### config.mk
export PLATFORM = sky130hd
export DESIGN_NAME = four_corner_gradient_generator_top_flat
export DESIGN_NICKNAME = d
export VERILOG_FILES = /design/src/rtl/fcg_pkg.sv /design/src/rtl/fcg_if.sv /design/src/rtl/fcg_divider.sv /design/src/rtl/four_corner_gradient_generator_top.sv /design/src/flat_wrapper.sv
export SDC_FILE = /design/constraint.sdc
export NUM_CORES = 2
export LEC_CHECK = 0
export BUFFER_PORTS_ARGS = -buffer_cell sky130_fd_sc_hd__clkbuf_2
export CAP_MARGIN = 20
export CORE_MARGIN = 8
export CORE_UTILIZATION = 50
export CTS_CLUSTER_SIZE = 8
export DETAILED_ROUTE_END_ITERATION = 16
export PLACE_DENSITY = 0.63
export SLEW_MARGIN = 20
export SYNTH_ARGS = -nofsm -noshare
export SYNTH_HDL_FRONTEND = slang
export SYNTH_SLANG_ARGS = --single-unit
export TNS_END_PERCENT = 10
### constraint.sdc
create_clock -name clock -period 30.2 [get_ports clock]
set_input_delay 1.51 -clock clock [delete_from_list [all_inputs] [get_ports clock]]
set_output_delay 1.51 -clock clock [all_outputs]
set_load 0.005 [all_outputs]
### src/rtl/fcg_pkg.sv
`default_nettype none
// -----------------------------------------------------------------------------
// fcg_pkg
// Types, constants and helper functions shared by the four-corner gradient
// generator and its serial divider.
// -----------------------------------------------------------------------------
package fcg_pkg;

   localparam int MAX_DIM     = 1024;
   localparam int DIM_W       = 10;
   localparam int CFG_DIM_W   = 11;
   localparam int COLOUR_W    = 24;
   localparam int CHAN_W      = 8;
   localparam int FRAC_BITS   = 16;
   localparam int ACC_W       = 48;
   localparam int STEP_W      = 25;
   localparam int ARGB_W      = 32;
   localparam int CSR_IDX_W   = 3;
   localparam int CSR_DATA_W  = 24;
   localparam int DIV_IDX_W   = 4;
   localparam int DIV_CNT_W   = $clog2(ACC_W);
   localparam int CHAN_IDX_W  = 2;
   localparam int NUM_CHAN    = 3;
   localparam int NUM_EDGE    = 6;

   // register indexes
   localparam logic [CSR_IDX_W-1:0] CSR_IMAGE_WIDTH         = 3'd0;
   localparam logic [CSR_IDX_W-1:0] CSR_IMAGE_HEIGHT        = 3'd1;
   localparam logic [CSR_IDX_W-1:0] CSR_TOP_LEFT_COLOUR     = 3'd2;
   localparam logic [CSR_IDX_W-1:0] CSR_BOTTOM_LEFT_COLOUR  = 3'd3;
   localparam logic [CSR_IDX_W-1:0] CSR_TOP_RIGHT_COLOUR    = 3'd4;
   localparam logic [CSR_IDX_W-1:0] CSR_BOTTOM_RIGHT_COLOUR = 3'd5;

   // register reset values
   localparam logic [CFG_DIM_W-1:0] RESET_WIDTH        = 11'd320;
   localparam logic [CFG_DIM_W-1:0] RESET_HEIGHT       = 11'd240;
   localparam logic [COLOUR_W-1:0]  RESET_TOP_LEFT     = 24'hFF0000;
   localparam logic [COLOUR_W-1:0]  RESET_BOTTOM_LEFT  = 24'hFFFF00;
   localparam logic [COLOUR_W-1:0]  RESET_TOP_RIGHT    = 24'h0000FF;
   localparam logic [COLOUR_W-1:0]  RESET_BOTTOM_RIGHT = 24'h00FF00;

   // division slots: left edge steps, right edge steps, row steps
   localparam logic [DIV_IDX_W-1:0] DIV_LEFT_FIRST  = 4'd0;
   localparam logic [DIV_IDX_W-1:0] DIV_RIGHT_FIRST = 4'd3;
   localparam logic [DIV_IDX_W-1:0] DIV_ROW_FIRST   = 4'd6;
   localparam logic [DIV_IDX_W-1:0] DIV_ROW_LAST    = 4'd8;

   localparam logic [CHAN_W-1:0] ALPHA_OPAQUE = 8'hFF;

   typedef logic signed [ACC_W-1:0] acc_type;

   typedef struct packed {
      logic             start;
      acc_type          dividend;
      logic [DIM_W-1:0] divisor;
   } div_req_type;

   typedef struct packed {
      logic    done;
      acc_type quotient;
   } div_rsp_type;

   function automatic logic [CHAN_W-1:0] chan_of(input logic [COLOUR_W-1:0] rgb,
                                                 input logic [CHAN_IDX_W-1:0] c);
      logic [CHAN_W-1:0] ch;
      unique case (c)
         2'd0:    ch = rgb[23:16];
         2'd1:    ch = rgb[15:8];
         default: ch = rgb[7:0];
      endcase
      return ch;
   endfunction

   function automatic acc_type fixed_of(input logic [CHAN_W-1:0] ch);
      return acc_type'({{(ACC_W-CHAN_W-FRAC_BITS){1'b0}}, ch, {FRAC_BITS{1'b0}}});
   endfunction

   // clamped dimension minus one
   function automatic logic [DIM_W-1:0] dim_last(input logic [CFG_DIM_W-1:0] v);
      logic [CFG_DIM_W-1:0] m;
      if (v < CFG_DIM_W'(2)) begin
         m = CFG_DIM_W'(1);
      end else if (v > CFG_DIM_W'(MAX_DIM)) begin
         m = CFG_DIM_W'(MAX_DIM - 1);
      end else begin
         m = v - CFG_DIM_W'(1);
      end
      return m[DIM_W-1:0];
   endfunction

   function automatic logic [CHAN_W-1:0] sat_chan(input acc_type acc);
      logic [CHAN_W-1:0] ch;
      if (acc[ACC_W-1]) begin
         ch = '0;
      end else if (|acc[ACC_W-2:FRAC_BITS+CHAN_W]) begin
         ch = '1;
      end else begin
         ch = acc[FRAC_BITS+CHAN_W-1:FRAC_BITS];
      end
      return ch;
   endfunction

   // channel served by a division slot
   function automatic logic [CHAN_IDX_W-1:0] div_chan(input logic [DIV_IDX_W-1:0] idx);
      logic [DIV_IDX_W-1:0] c;
      if (idx < DIV_RIGHT_FIRST) begin
         c = idx - DIV_LEFT_FIRST;
      end else if (idx < DIV_ROW_FIRST) begin
         c = idx - DIV_RIGHT_FIRST;
      end else begin
         c = idx - DIV_ROW_FIRST;
      end
      return c[CHAN_IDX_W-1:0];
   endfunction

endpackage
`default_nettype wire

### src/rtl/fcg_if.sv
`default_nettype none
// -----------------------------------------------------------------------------
// fcg_if
// Valid/ready channels of the gradient generator: request and pixel response.
// -----------------------------------------------------------------------------
interface fcg_req_if;
   logic valid;
   logic ready;
   logic restart;

   modport source (output valid, output restart, input ready);
   modport sink   (input valid, input restart, output ready);
endinterface

interface fcg_rsp_if;
   import fcg_pkg::*;
   logic              valid;
   logic              ready;
   logic [DIM_W-1:0]  pixel_x;
   logic [DIM_W-1:0]  pixel_y;
   logic [ARGB_W-1:0] pixel_argb;
   logic              row_end;
   logic              frame_end;

   modport source (output valid, output pixel_x, output pixel_y, output pixel_argb,
                   output row_end, output frame_end, input ready);
   modport sink   (input valid, input pixel_x, input pixel_y, input pixel_argb,
                   input row_end, input frame_end, output ready);
endinterface
`default_nettype wire

### src/rtl/fcg_divider.sv
`default_nettype none
// -----------------------------------------------------------------------------
// fcg_divider
// Serial signed-by-unsigned divider, one quotient bit per cycle, quotient
// truncated toward zero. Done pulses for one cycle with the quotient valid.
// -----------------------------------------------------------------------------
module fcg_divider
   import fcg_pkg::*;
(
   input  wire logic        clock,
   input  wire logic        reset,
   input  wire div_req_type div_req,
   output div_rsp_type      div_rsp
);

   logic                 busy_ff,    busy_in;
   logic                 done_ff,    done_in;
   logic [DIV_CNT_W-1:0] count_ff,   count_in;
   logic                 neg_ff,     neg_in;
   logic [DIM_W-1:0]     rem_ff,     rem_in;
   logic [ACC_W-1:0]     quo_ff,     quo_in;
   logic [DIM_W-1:0]     divisor_ff, divisor_in;

   logic [DIM_W:0] shifted;
   logic [DIM_W:0] trial;

   always_comb begin
      shifted    = {rem_ff, quo_ff[ACC_W-1]};
      trial      = shifted - {1'b0, divisor_ff};
      busy_in    = busy_ff;
      done_in    = 1'b0;
      count_in   = count_ff;
      neg_in     = neg_ff;
      rem_in     = rem_ff;
      quo_in     = quo_ff;
      divisor_in = divisor_ff;
      if (div_req.start) begin
         busy_in    = 1'b1;
         count_in   = DIV_CNT_W'(ACC_W - 1);
         neg_in     = div_req.dividend[ACC_W-1];
         rem_in     = '0;
         quo_in     = div_req.dividend[ACC_W-1] ? ACC_W'(-div_req.dividend)
                                                : ACC_W'(div_req.dividend);
         divisor_in = div_req.divisor;
      end else if (busy_ff) begin
         // restore when the trial subtract goes negative
         if (trial[DIM_W]) begin
            rem_in = shifted[DIM_W-1:0];
            quo_in = {quo_ff[ACC_W-2:0], 1'b0};
         end else begin
            rem_in = trial[DIM_W-1:0];
            quo_in = {quo_ff[ACC_W-2:0], 1'b1};
         end
         count_in = count_ff - DIV_CNT_W'(1);
         if (count_ff == '0) begin
            busy_in = 1'b0;
            done_in = 1'b1;
         end
      end
   end

   always_ff @(posedge clock) begin
      if (reset) begin
         busy_ff <= 1'b0;
         done_ff <= 1'b0;
      end else begin
         busy_ff <= busy_in;
         done_ff <= done_in;
      end
      count_ff   <= count_in;
      neg_ff     <= neg_in;
      rem_ff     <= rem_in;
      quo_ff     <= quo_in;
      divisor_ff <= divisor_in;
   end

   assign div_rsp.done     = done_ff;
   assign div_rsp.quotient = neg_ff ? -acc_type'(quo_ff) : acc_type'(quo_ff);

endmodule
`default_nettype wire

### src/rtl/four_corner_gradient_generator_top.sv
`default_nettype none
// -----------------------------------------------------------------------------
// four_corner_gradient_generator_top
// Raster test-pattern source with a bilinear four-corner colour gradient.
// A pixel inside a row passes through ST_OUT, which holds until the output register
// is free and then registers it; the next transaction is taken back in ST_IDLE.
// A row start first runs 3 row-step divisions on the shared serial divider;
// frame start first adds the left and right edge-step divisions, one per channel.
// Throughput: one transaction at a time; the divider sets the row-start cost.
// Reset is synchronous: registers return to defaults and position to (0,0).
// -----------------------------------------------------------------------------
module four_corner_gradient_generator_top
   import fcg_pkg::*;
(
   input  wire logic                  clock,
   input  wire logic                  reset,
   fcg_req_if.sink                    req_ch,
   fcg_rsp_if.source                  rsp_ch,
   input  wire logic                  csr_we,
   input  wire logic [CSR_IDX_W-1:0]  csr_index,
   input  wire logic [CSR_DATA_W-1:0] csr_wdata
);

   localparam int ST_W = 3;
   localparam logic [ST_W-1:0] ST_IDLE = 3'd0;
   localparam logic [ST_W-1:0] ST_DIV  = 3'd1;
   localparam logic [ST_W-1:0] ST_WAIT = 3'd2;
   localparam logic [ST_W-1:0] ST_OUT  = 3'd3;

   // configuration
   logic [CFG_DIM_W-1:0] width_ff, height_ff;
   logic [COLOUR_W-1:0]  tl_ff, bl_ff, tr_ff, br_ff;

   always_ff @(posedge clock) begin
      if (reset) begin
         width_ff  <= RESET_WIDTH;
         height_ff <= RESET_HEIGHT;
         tl_ff     <= RESET_TOP_LEFT;
         bl_ff     <= RESET_BOTTOM_LEFT;
         tr_ff     <= RESET_TOP_RIGHT;
         br_ff     <= RESET_BOTTOM_RIGHT;
      end else if (csr_we) begin
         unique case (csr_index)
            CSR_IMAGE_WIDTH:         width_ff  <= csr_wdata[CFG_DIM_W-1:0];
            CSR_IMAGE_HEIGHT:        height_ff <= csr_wdata[CFG_DIM_W-1:0];
            CSR_TOP_LEFT_COLOUR:     tl_ff     <= csr_wdata[COLOUR_W-1:0];
            CSR_BOTTOM_LEFT_COLOUR:  bl_ff     <= csr_wdata[COLOUR_W-1:0];
            CSR_TOP_RIGHT_COLOUR:    tr_ff     <= csr_wdata[COLOUR_W-1:0];
            CSR_BOTTOM_RIGHT_COLOUR: br_ff     <= csr_wdata[COLOUR_W-1:0];
            default: ;
         endcase
      end
   end

   logic [DIM_W-1:0] w_last, h_last;
   assign w_last = dim_last(width_ff);
   assign h_last = dim_last(height_ff);

   // sequencer and datapath state
   logic [ST_W-1:0]      state_ff;
   logic [DIV_IDX_W-1:0] div_idx_ff;
   logic [DIM_W-1:0]     col_ff, row_ff;
   acc_type              left_edge_ff  [NUM_CHAN];
   acc_type              right_edge_ff [NUM_CHAN];
   logic signed [STEP_W-1:0] edge_step_ff [NUM_EDGE];
   acc_type              row_acc_ff    [NUM_CHAN];
   acc_type              row_step_ff   [NUM_CHAN];

   logic              rsp_valid_ff;
   logic [DIM_W-1:0]  rsp_x_ff, rsp_y_ff;
   logic [ARGB_W-1:0] rsp_argb_ff;
   logic              rsp_row_end_ff, rsp_frame_end_ff;

   div_req_type div_req;
   div_rsp_type div_rsp;

   fcg_divider u_divider (
      .clock   (clock),
      .reset   (reset),
      .div_req (div_req),
      .div_rsp (div_rsp)
   );

   logic                  req_take;
   logic [DIM_W-1:0]      col_start, row_start;
   logic [CHAN_IDX_W-1:0] chan_sel;
   acc_type               div_from, div_to;
   logic                  out_free;
   logic                  rend, fend;

   assign req_ch.ready = (state_ff == ST_IDLE);
   assign req_take     = req_ch.valid && req_ch.ready;
   assign col_start    = req_ch.restart ? '0 : col_ff;
   assign row_start    = req_ch.restart ? '0 : row_ff;
   assign chan_sel     = div_chan(div_idx_ff);
   assign out_free     = !rsp_valid_ff || rsp_ch.ready;
   assign rend         = (col_ff >= w_last);
   assign fend         = rend && (row_ff >= h_last);

   // operands of the current division slot
   always_comb begin
      if (div_idx_ff < DIV_RIGHT_FIRST) begin
         div_from        = fixed_of(chan_of(tl_ff, chan_sel));
         div_to          = fixed_of(chan_of(bl_ff, chan_sel));
         div_req.divisor = h_last;
      end else if (div_idx_ff < DIV_ROW_FIRST) begin
         div_from        = fixed_of(chan_of(tr_ff, chan_sel));
         div_to          = fixed_of(chan_of(br_ff, chan_sel));
         div_req.divisor = h_last;
      end else begin
         div_from        = left_edge_ff[chan_sel];
         div_to          = right_edge_ff[chan_sel];
         div_req.divisor = w_last;
      end
      div_req.dividend = div_to - div_from;
      div_req.start    = (state_ff == ST_DIV);
   end

   always_ff @(posedge clock) begin
      if (reset) begin
         state_ff     <= ST_IDLE;
         div_idx_ff   <= DIV_LEFT_FIRST;
         col_ff       <= '0;
         row_ff       <= '0;
         rsp_valid_ff <= 1'b0;
      end else begin
         // a new pixel loaded in ST_OUT keeps the valid high
         if (rsp_valid_ff && rsp_ch.ready && state_ff != ST_OUT) begin
            rsp_valid_ff <= 1'b0;
         end
         unique case (state_ff)
            ST_IDLE: begin
               if (req_take) begin
                  col_ff <= col_start;
                  row_ff <= row_start;
                  if (col_start == '0 && row_start == '0) begin
                     // frame start: load edges from the corners
                     for (int c = 0; c < NUM_CHAN; c++) begin
                        left_edge_ff[c]  <= fixed_of(chan_of(tl_ff, CHAN_IDX_W'(c)));
                        right_edge_ff[c] <= fixed_of(chan_of(tr_ff, CHAN_IDX_W'(c)));
                     end
                     div_idx_ff <= DIV_LEFT_FIRST;
                     state_ff   <= ST_DIV;
                  end else if (col_start == '0) begin
                     // row start: advance both edges one step
                     for (int c = 0; c < NUM_CHAN; c++) begin
                        left_edge_ff[c]  <= left_edge_ff[c] + acc_type'(edge_step_ff[c]);
                        right_edge_ff[c] <= right_edge_ff[c]
                                          + acc_type'(edge_step_ff[c + NUM_CHAN]);
                     end
                     div_idx_ff <= DIV_ROW_FIRST;
                     state_ff   <= ST_DIV;
                  end else begin
                     for (int c = 0; c < NUM_CHAN; c++) begin
                        row_acc_ff[c] <= row_acc_ff[c] + row_step_ff[c];
                     end
                     state_ff <= ST_OUT;
                  end
               end
            end
            ST_DIV: begin
               state_ff <= ST_WAIT;
            end
            ST_WAIT: begin
               if (div_rsp.done) begin
                  if (div_idx_ff < DIV_ROW_FIRST) begin
                     edge_step_ff[div_idx_ff[2:0]] <= div_rsp.quotient[STEP_W-1:0];
                  end else begin
                     row_step_ff[chan_sel] <= div_rsp.quotient;
                  end
                  if (div_idx_ff == DIV_ROW_LAST) begin
                     for (int c = 0; c < NUM_CHAN; c++) begin
                        row_acc_ff[c] <= left_edge_ff[c];
                     end
                     state_ff <= ST_OUT;
                  end else begin
                     div_idx_ff <= div_idx_ff + DIV_IDX_W'(1);
                     state_ff   <= ST_DIV;
                  end
               end
            end
            ST_OUT: begin
               // hold until the output register is free, then advance
               if (out_free) begin
                  rsp_valid_ff <= 1'b1;
                  if (rend) begin
                     col_ff <= '0;
                     row_ff <= fend ? '0 : row_ff + DIM_W'(1);
                  end else begin
                     col_ff <= col_ff + DIM_W'(1);
                  end
                  state_ff <= ST_IDLE;
               end
            end
            default: begin
               state_ff <= ST_IDLE;
            end
         endcase
      end
   end

   // output payload
   always_ff @(posedge clock) begin
      if (state_ff == ST_OUT && out_free) begin
         rsp_x_ff         <= col_ff;
         rsp_y_ff         <= row_ff;
         rsp_argb_ff      <= {ALPHA_OPAQUE, sat_chan(row_acc_ff[0]),
                              sat_chan(row_acc_ff[1]), sat_chan(row_acc_ff[2])};
         rsp_row_end_ff   <= rend;
         rsp_frame_end_ff <= fend;
      end
   end

   assign rsp_ch.valid      = rsp_valid_ff;
   assign rsp_ch.pixel_x    = rsp_x_ff;
   assign rsp_ch.pixel_y    = rsp_y_ff;
   assign rsp_ch.pixel_argb = rsp_argb_ff;
   assign rsp_ch.row_end    = rsp_row_end_ff;
   assign rsp_ch.frame_end  = rsp_frame_end_ff;

endmodule
`default_nettype wire

### src/flat_wrapper.sv
// flat-port wrapper written by rule: the top's interface ports become plain ports
module four_corner_gradient_generator_top_flat import fcg_pkg::*;
  (clock, reset, csr_we, csr_index, csr_wdata, req_ch_valid, req_ch_restart, req_ch_ready, rsp_ch_valid, rsp_ch_pixel_x, rsp_ch_pixel_y, rsp_ch_pixel_argb, rsp_ch_row_end, rsp_ch_frame_end, rsp_ch_ready);
  fcg_req_if req_ch_i ();
  fcg_rsp_if rsp_ch_i ();
  input  wire logic clock;
  input  wire logic reset;
  input  wire logic csr_we;
  input  wire logic [CSR_IDX_W-1:0] csr_index;
  input  wire logic [CSR_DATA_W-1:0] csr_wdata;
  input wire logic [$bits(req_ch_i.valid)-1:0] req_ch_valid;
  input wire logic [$bits(req_ch_i.restart)-1:0] req_ch_restart;
  output wire logic [$bits(req_ch_i.ready)-1:0] req_ch_ready;
  output wire logic [$bits(rsp_ch_i.valid)-1:0] rsp_ch_valid;
  output wire logic [$bits(rsp_ch_i.pixel_x)-1:0] rsp_ch_pixel_x;
  output wire logic [$bits(rsp_ch_i.pixel_y)-1:0] rsp_ch_pixel_y;
  output wire logic [$bits(rsp_ch_i.pixel_argb)-1:0] rsp_ch_pixel_argb;
  output wire logic [$bits(rsp_ch_i.row_end)-1:0] rsp_ch_row_end;
  output wire logic [$bits(rsp_ch_i.frame_end)-1:0] rsp_ch_frame_end;
  input wire logic [$bits(rsp_ch_i.ready)-1:0] rsp_ch_ready;
  assign req_ch_i.valid = req_ch_valid;
  assign req_ch_i.restart = req_ch_restart;
  assign req_ch_ready = req_ch_i.ready;
  assign rsp_ch_valid = rsp_ch_i.valid;
  assign rsp_ch_pixel_x = rsp_ch_i.pixel_x;
  assign rsp_ch_pixel_y = rsp_ch_i.pixel_y;
  assign rsp_ch_pixel_argb = rsp_ch_i.pixel_argb;
  assign rsp_ch_row_end = rsp_ch_i.row_end;
  assign rsp_ch_frame_end = rsp_ch_i.frame_end;
  assign rsp_ch_i.ready = rsp_ch_ready;
  four_corner_gradient_generator_top u_core (.clock(clock), .reset(reset), .req_ch(req_ch_i), .rsp_ch(rsp_ch_i), .csr_we(csr_we), .csr_index(csr_index), .csr_wdata(csr_wdata));
endmodule
==> metrics.json <==
{
  "routing": {
    "routed_wl_um": 205000,
    "ant_nets": 0,
    "remaining_drc_errors": 0,
    "wl_per_cell_um": 22.9,
    "route.vias.total": 54900,
    "drtIter0Drc": 4862,
    "avgViaCountPerCell": 6.16,
    "tritonroute_pass_1_iters": 6
  },
  "setup_path": {
    "r2r_depth": 23,
    "reg2reg_from": "u_core.div_idx_ff[0]",
    "required_ns": 30.68,
    "worstSetupEndpointType": "flop",
    "start_kind": "flop",
    "critPathMaxFanout": 88,
    "worst-endpoint-arrival_ns": 8.64,
    "critical_path.reg2reg.endpoint": "u_core.u_divider.quo_ff[45]",
    "reg2reg_slack_ns": 22.04,
    "worstSetupPathType": "reg -> reg"
  },
  "global_route": {
    "grt_pass1_wl_um": 309000,
    "gr-total-overflow": 0,
    "number_of_antenna_violations_at_the_first_check_in_global_routing": 14,
    "grt_pass1_vias": 52300,
    "gr_util_all_layers_pct": 27.6,
    "grt_max_degree": 144
  },
  "hold_path": {
    "hold_path_class": "reg -> reg",
    "min_delay_worst_endpoint": "u_core.br_ff[4]",
    "worst_hold_startpoint": "u_core.br_ff[4]",
    "timing.hold.worst_path_depth": 2
  },
  "sta": {
    "tightest_slew_ns": 1.15,
    "layout_worst_path_cycle_share_pct": 27.0,
    "setup_viol_count_final": 0,
    "finalCriticalPeriod_ns": 8.16,
    "final_max_slew_viol_count": 0,
    "final-hold-violation-count": 0,
    "timing.max_slew.rel_slack_pct": 22.6,
    "clock_skew_ns": 0.0575,
    "grt_setup_unrepaired": "false",
    "max_freq_ghz": 0.122,
    "setup_total_negative_slack_ns": 0
  },
  "final_layout": {
    "final_layout_size_suffix_gt1_share_pct": 5.95,
    "areaGrowthSynthToFinish_pct": 9.46,
    "finalNetCount": 7660,
    "utilization_pct": 55.1,
    "nFillCells": 11800
  },
  "clock_network": {
    "numCtsBuffers": 143,
    "cts_post_setup_buffers_inserted": 0,
    "post_cts_hold_buffer_count": 0,
    "cts_tree": "done",
    "post_cts_resize_count": 0,
    "clock_sink_count": 994,
    "cts_htree_levels": 4,
    "clkSlewWorstSetupHoldPaths_ns": 0.05,
    "clock_tree.buffer_depth": 3,
    "clock_tree.root_cell": "sky130_fd_sc_hd__clkbuf_16",
    "worst_skew_pair_latency_ns": 0.79
  },
  "power_and_ir_drop": {
    "irDropWorstVdd_mv": 0.0916,
    "power.net_switching_mw": 2.76,
    "swShare_pct": 42.6,
    "leakage_nw": 28.8,
    "p_seq_share_pct": 29.2,
    "comb_power_share_pct": 47.9,
    "p_clk_share_pct": 22.9,
    "power_per_cell_area_mw_per_mm2": 89.7,
    "internal-power_mw": 3.72
  },
  "logic_synthesis": {
    "yosys-top-cells-count": "936 x sky130_fd_sc_hd__nand2_1, 831 x sky130_fd_sc_hd__edfxtp_1, 701 x sky130_fd_sc_hd__nor2_1",
    "synth_cells": 7108,
    "post-synth-top-count-cell": "sky130_fd_sc_hd__nand2_1",
    "synth_enable_flop_cells": 831,
    "yosys.area.top_type": "sky130_fd_sc_hd__edfxtp_1",
    "post_synthesis_sequential_element_count": 994,
    "post_synth_instance_area_mm2": 0.0660,
    "synth-warning-count": 0,
    "mean_syn_cell_area_um2": 9.29,
    "synth-seq-area-share_pct": 42.7,
    "ys_dominant_reg_cell": "sky130_fd_sc_hd__edfxtp_1",
    "synth-async-reset-ratio_pct": 0,
    "yosys-top-cells-area": "sky130_fd_sc_hd__edfxtp_1 38%, sky130_fd_sc_hd__ha_1 9.8%, sky130_fd_sc_hd__nand2_1 5.3%",
    "synth_top_cell_area_share_pct": 37.8,
    "synth.lib_cells_used.distinct": 103
  },
  "die": {
    "chipHeight_um": 379,
    "floorplan.rows": 133,
    "ios": 89,
    "die_x_um": 379,
    "effective_utilization_at_floorplan_pct": 50.3,
    "floorplan.core_area_mm2": 0.131,
    "floorplan.die_area_mm2": 0.144
  },
  "run_status": {
    "run_status": "complete, no violations"
  },
  "placement": {
    "detailedPlacementHpwl_um": 153000,
    "place.port_buffers": 80,
    "place_congestion": 0.964
  },
  "job": {
    "timing.max_cap.violations": 0
  }
}
power by group through the flow:
stage / Clock [mW] / Combinational (mW) / Sequential, mW
final: 1.49 / 3.11 / 1.89
after global routing: 1.56 / 3.37 / 1.90
after CTS: 1.51 / 3.06 / 1.89
after detailed placement: 0 / 3.04 / 1.91
after global placement: 0 / 3.02 / 1.91
after floorplan: 0 / 2.15 / 1.88
flip-flops by register name (all words and copies together), names as in the netlist, 24 cells and up:
signal	flops
u_core.bl_ff	24
u_core.br_ff	24
u_core.edge_step_ff	150
u_core.left_edge_ff	144
u_core.right_edge_ff	144
u_core.row_acc_ff	144
u_core.row_step_ff	144
u_core.rsp_ch.pixel_argb	24
u_core.tl_ff	24
u_core.tr_ff	24
u_core.u_divider.quo_ff	48
cell usage in the layout, fill, tap and decap left out, types with 15 or more instances in the layout:
master	n
sky130_fd_sc_hd__mux2i_1	34
sky130_fd_sc_hd__ha_1	514
sky130_fd_sc_hd__nand3b_1	63
sky130_fd_sc_hd__nand2b_1	66
sky130_fd_sc_hd__clkbuf_2	79
sky130_fd_sc_hd__and2_1	32
sky130_fd_sc_hd__a31oi_1	76
sky130_fd_sc_hd__a22oi_1	21
sky130_fd_sc_hd__o21bai_1	63
sky130_fd_sc_hd__nor3b_1	17
sky130_fd_sc_hd__clkbuf_16	145
sky130_fd_sc_hd__a21oi_1	680
sky130_fd_sc_hd__a21boi_0	23
sky130_fd_sc_hd__and3_1	67
sky130_fd_sc_hd__nand3_1	162
sky130_fd_sc_hd__buf_4	62
sky130_fd_sc_hd__a311oi_1	47
sky130_fd_sc_hd__o211ai_1	61
sky130_fd_sc_hd__o31ai_1	58
sky130_fd_sc_hd__nor2_1	695
sky130_fd_sc_hd__nor3_1	123
sky130_fd_sc_hd__clkbuf_1	40
sky130_fd_sc_hd__o2111ai_1	15
sky130_fd_sc_hd__nor2b_1	73
sky130_fd_sc_hd__edfxtp_1	831
sky130_fd_sc_hd__xor2_1	222
sky130_fd_sc_hd__a21o_1	310
sky130_fd_sc_hd__nand2_1	934
sky130_fd_sc_hd__or2_2	30
sky130_fd_sc_hd__nor4_1	39
sky130_fd_sc_hd__a211oi_1	46
sky130_fd_sc_hd__o21ai_0	419
sky130_fd_sc_hd__dfxtp_1	163
sky130_fd_sc_hd__or3_1	40
sky130_fd_sc_hd__o21a_1	54
sky130_fd_sc_hd__nand4_1	69
sky130_fd_sc_hd__inv_1	180
sky130_fd_sc_hd__xnor2_1	272
per-layer routing:
layer  vias up  routed length [um]  global-route usage, %
met5         -                   0                      0
met2      1969               91700                   43.9
met1     26500               90300                   38.5
li1      26100                   -                      -
met4         0                6520                   8.91
met3       322               16000                   4.52
per-stage QoR:
stage               power [mW]  setup WS, ns  instance area, um^2  cells  hold WS [ns]
floorplan                 4.03         13.42                66100   7115         0.436
global placement          4.93         22.27                68200   8711         0.442
detailed placement        4.95         22.16                68200   8711         0.446
CTS                       6.45         22.08                72300   8913         0.453
global route              6.83         21.60                72300   8913         0.467
finish                    6.49         22.04                72300   8914         0.453
worst max-delay path, cell delays in order (launching register included):
cell and delay (ns):
sky130_fd_sc_hd__dfxtp_1 0.30, sky130_fd_sc_hd__buf_4 0.37, sky130_fd_sc_hd__inv_1 0.21, sky130_fd_sc_hd__ha_1 0.34
sky130_fd_sc_hd__o21ai_0 0.07, sky130_fd_sc_hd__o21ai_0 0.16, sky130_fd_sc_hd__o21ai_4 0.14, sky130_fd_sc_hd__buf_4 0.52
sky130_fd_sc_hd__buf_4 0.79, sky130_fd_sc_hd__a311oi_1 0.21, sky130_fd_sc_hd__ha_1 0.30, sky130_fd_sc_hd__fa_1 0.45
sky130_fd_sc_hd__and2b_1 0.30, sky130_fd_sc_hd__o211ai_1 0.15, sky130_fd_sc_hd__a21oi_1 0.56, sky130_fd_sc_hd__o21ai_0 0.23
sky130_fd_sc_hd__a222oi_1 0.43, sky130_fd_sc_hd__nand3_1 0.24, sky130_fd_sc_hd__nor4_1 0.84, sky130_fd_sc_hd__nand3_1 0.35
sky130_fd_sc_hd__nor4_2 0.42, sky130_fd_sc_hd__a31oi_1 0.16, sky130_fd_sc_hd__xor2_1 0.17, sky130_fd_sc_hd__a21oi_1 0.08
worst max-delay path by stage:
stage | startpoint | endpoint | slack, ns
2_1_floorplan | reset | u_core.right_edge_ff[1][16] | 13.42
3_3_place_gp | u_core.div_idx_ff[0] | u_core.u_divider.quo_ff[45] | 22.27
3_5_place_dp | u_core.div_idx_ff[0] | u_core.u_divider.quo_ff[45] | 22.16
4_1_cts | u_core.div_idx_ff[0] | u_core.u_divider.quo_ff[45] | 22.08
5_1_grt | u_core.div_idx_ff[0] | u_core.u_divider.quo_ff[45] | 21.60
6_report | u_core.div_idx_ff[0] | u_core.u_divider.quo_ff[45] | 22.04
logic make-up after synthesis:
| group | synth area share [%] |
|---|---|
| and+or+nand+nor | 17.2 |
| AOI/OAI and AO/OA | 19.7 |
| DFF | 42.7 |
| adders and majority gates | 10.1 |
| xor gates and xnor gates | 6.74 |
| buffers and inverters | 2.82 |
| muxes | 0.720 |
| other | 0.00568 |
layout make-up:
class,count,area [um^2],area share (%)
clock inverters,16,254,0.351
well taps,1755,2200,3.04
multi-input cells,5636,36200,50.1
flip-flops and latches,994,28200,39.0
diodes,1,2.50,0.00346
inverters,181,679,0.940
repair buffers,145,932,1.29
clock buffers,186,3790,5.25
Power figures use the tool's default switching activity.
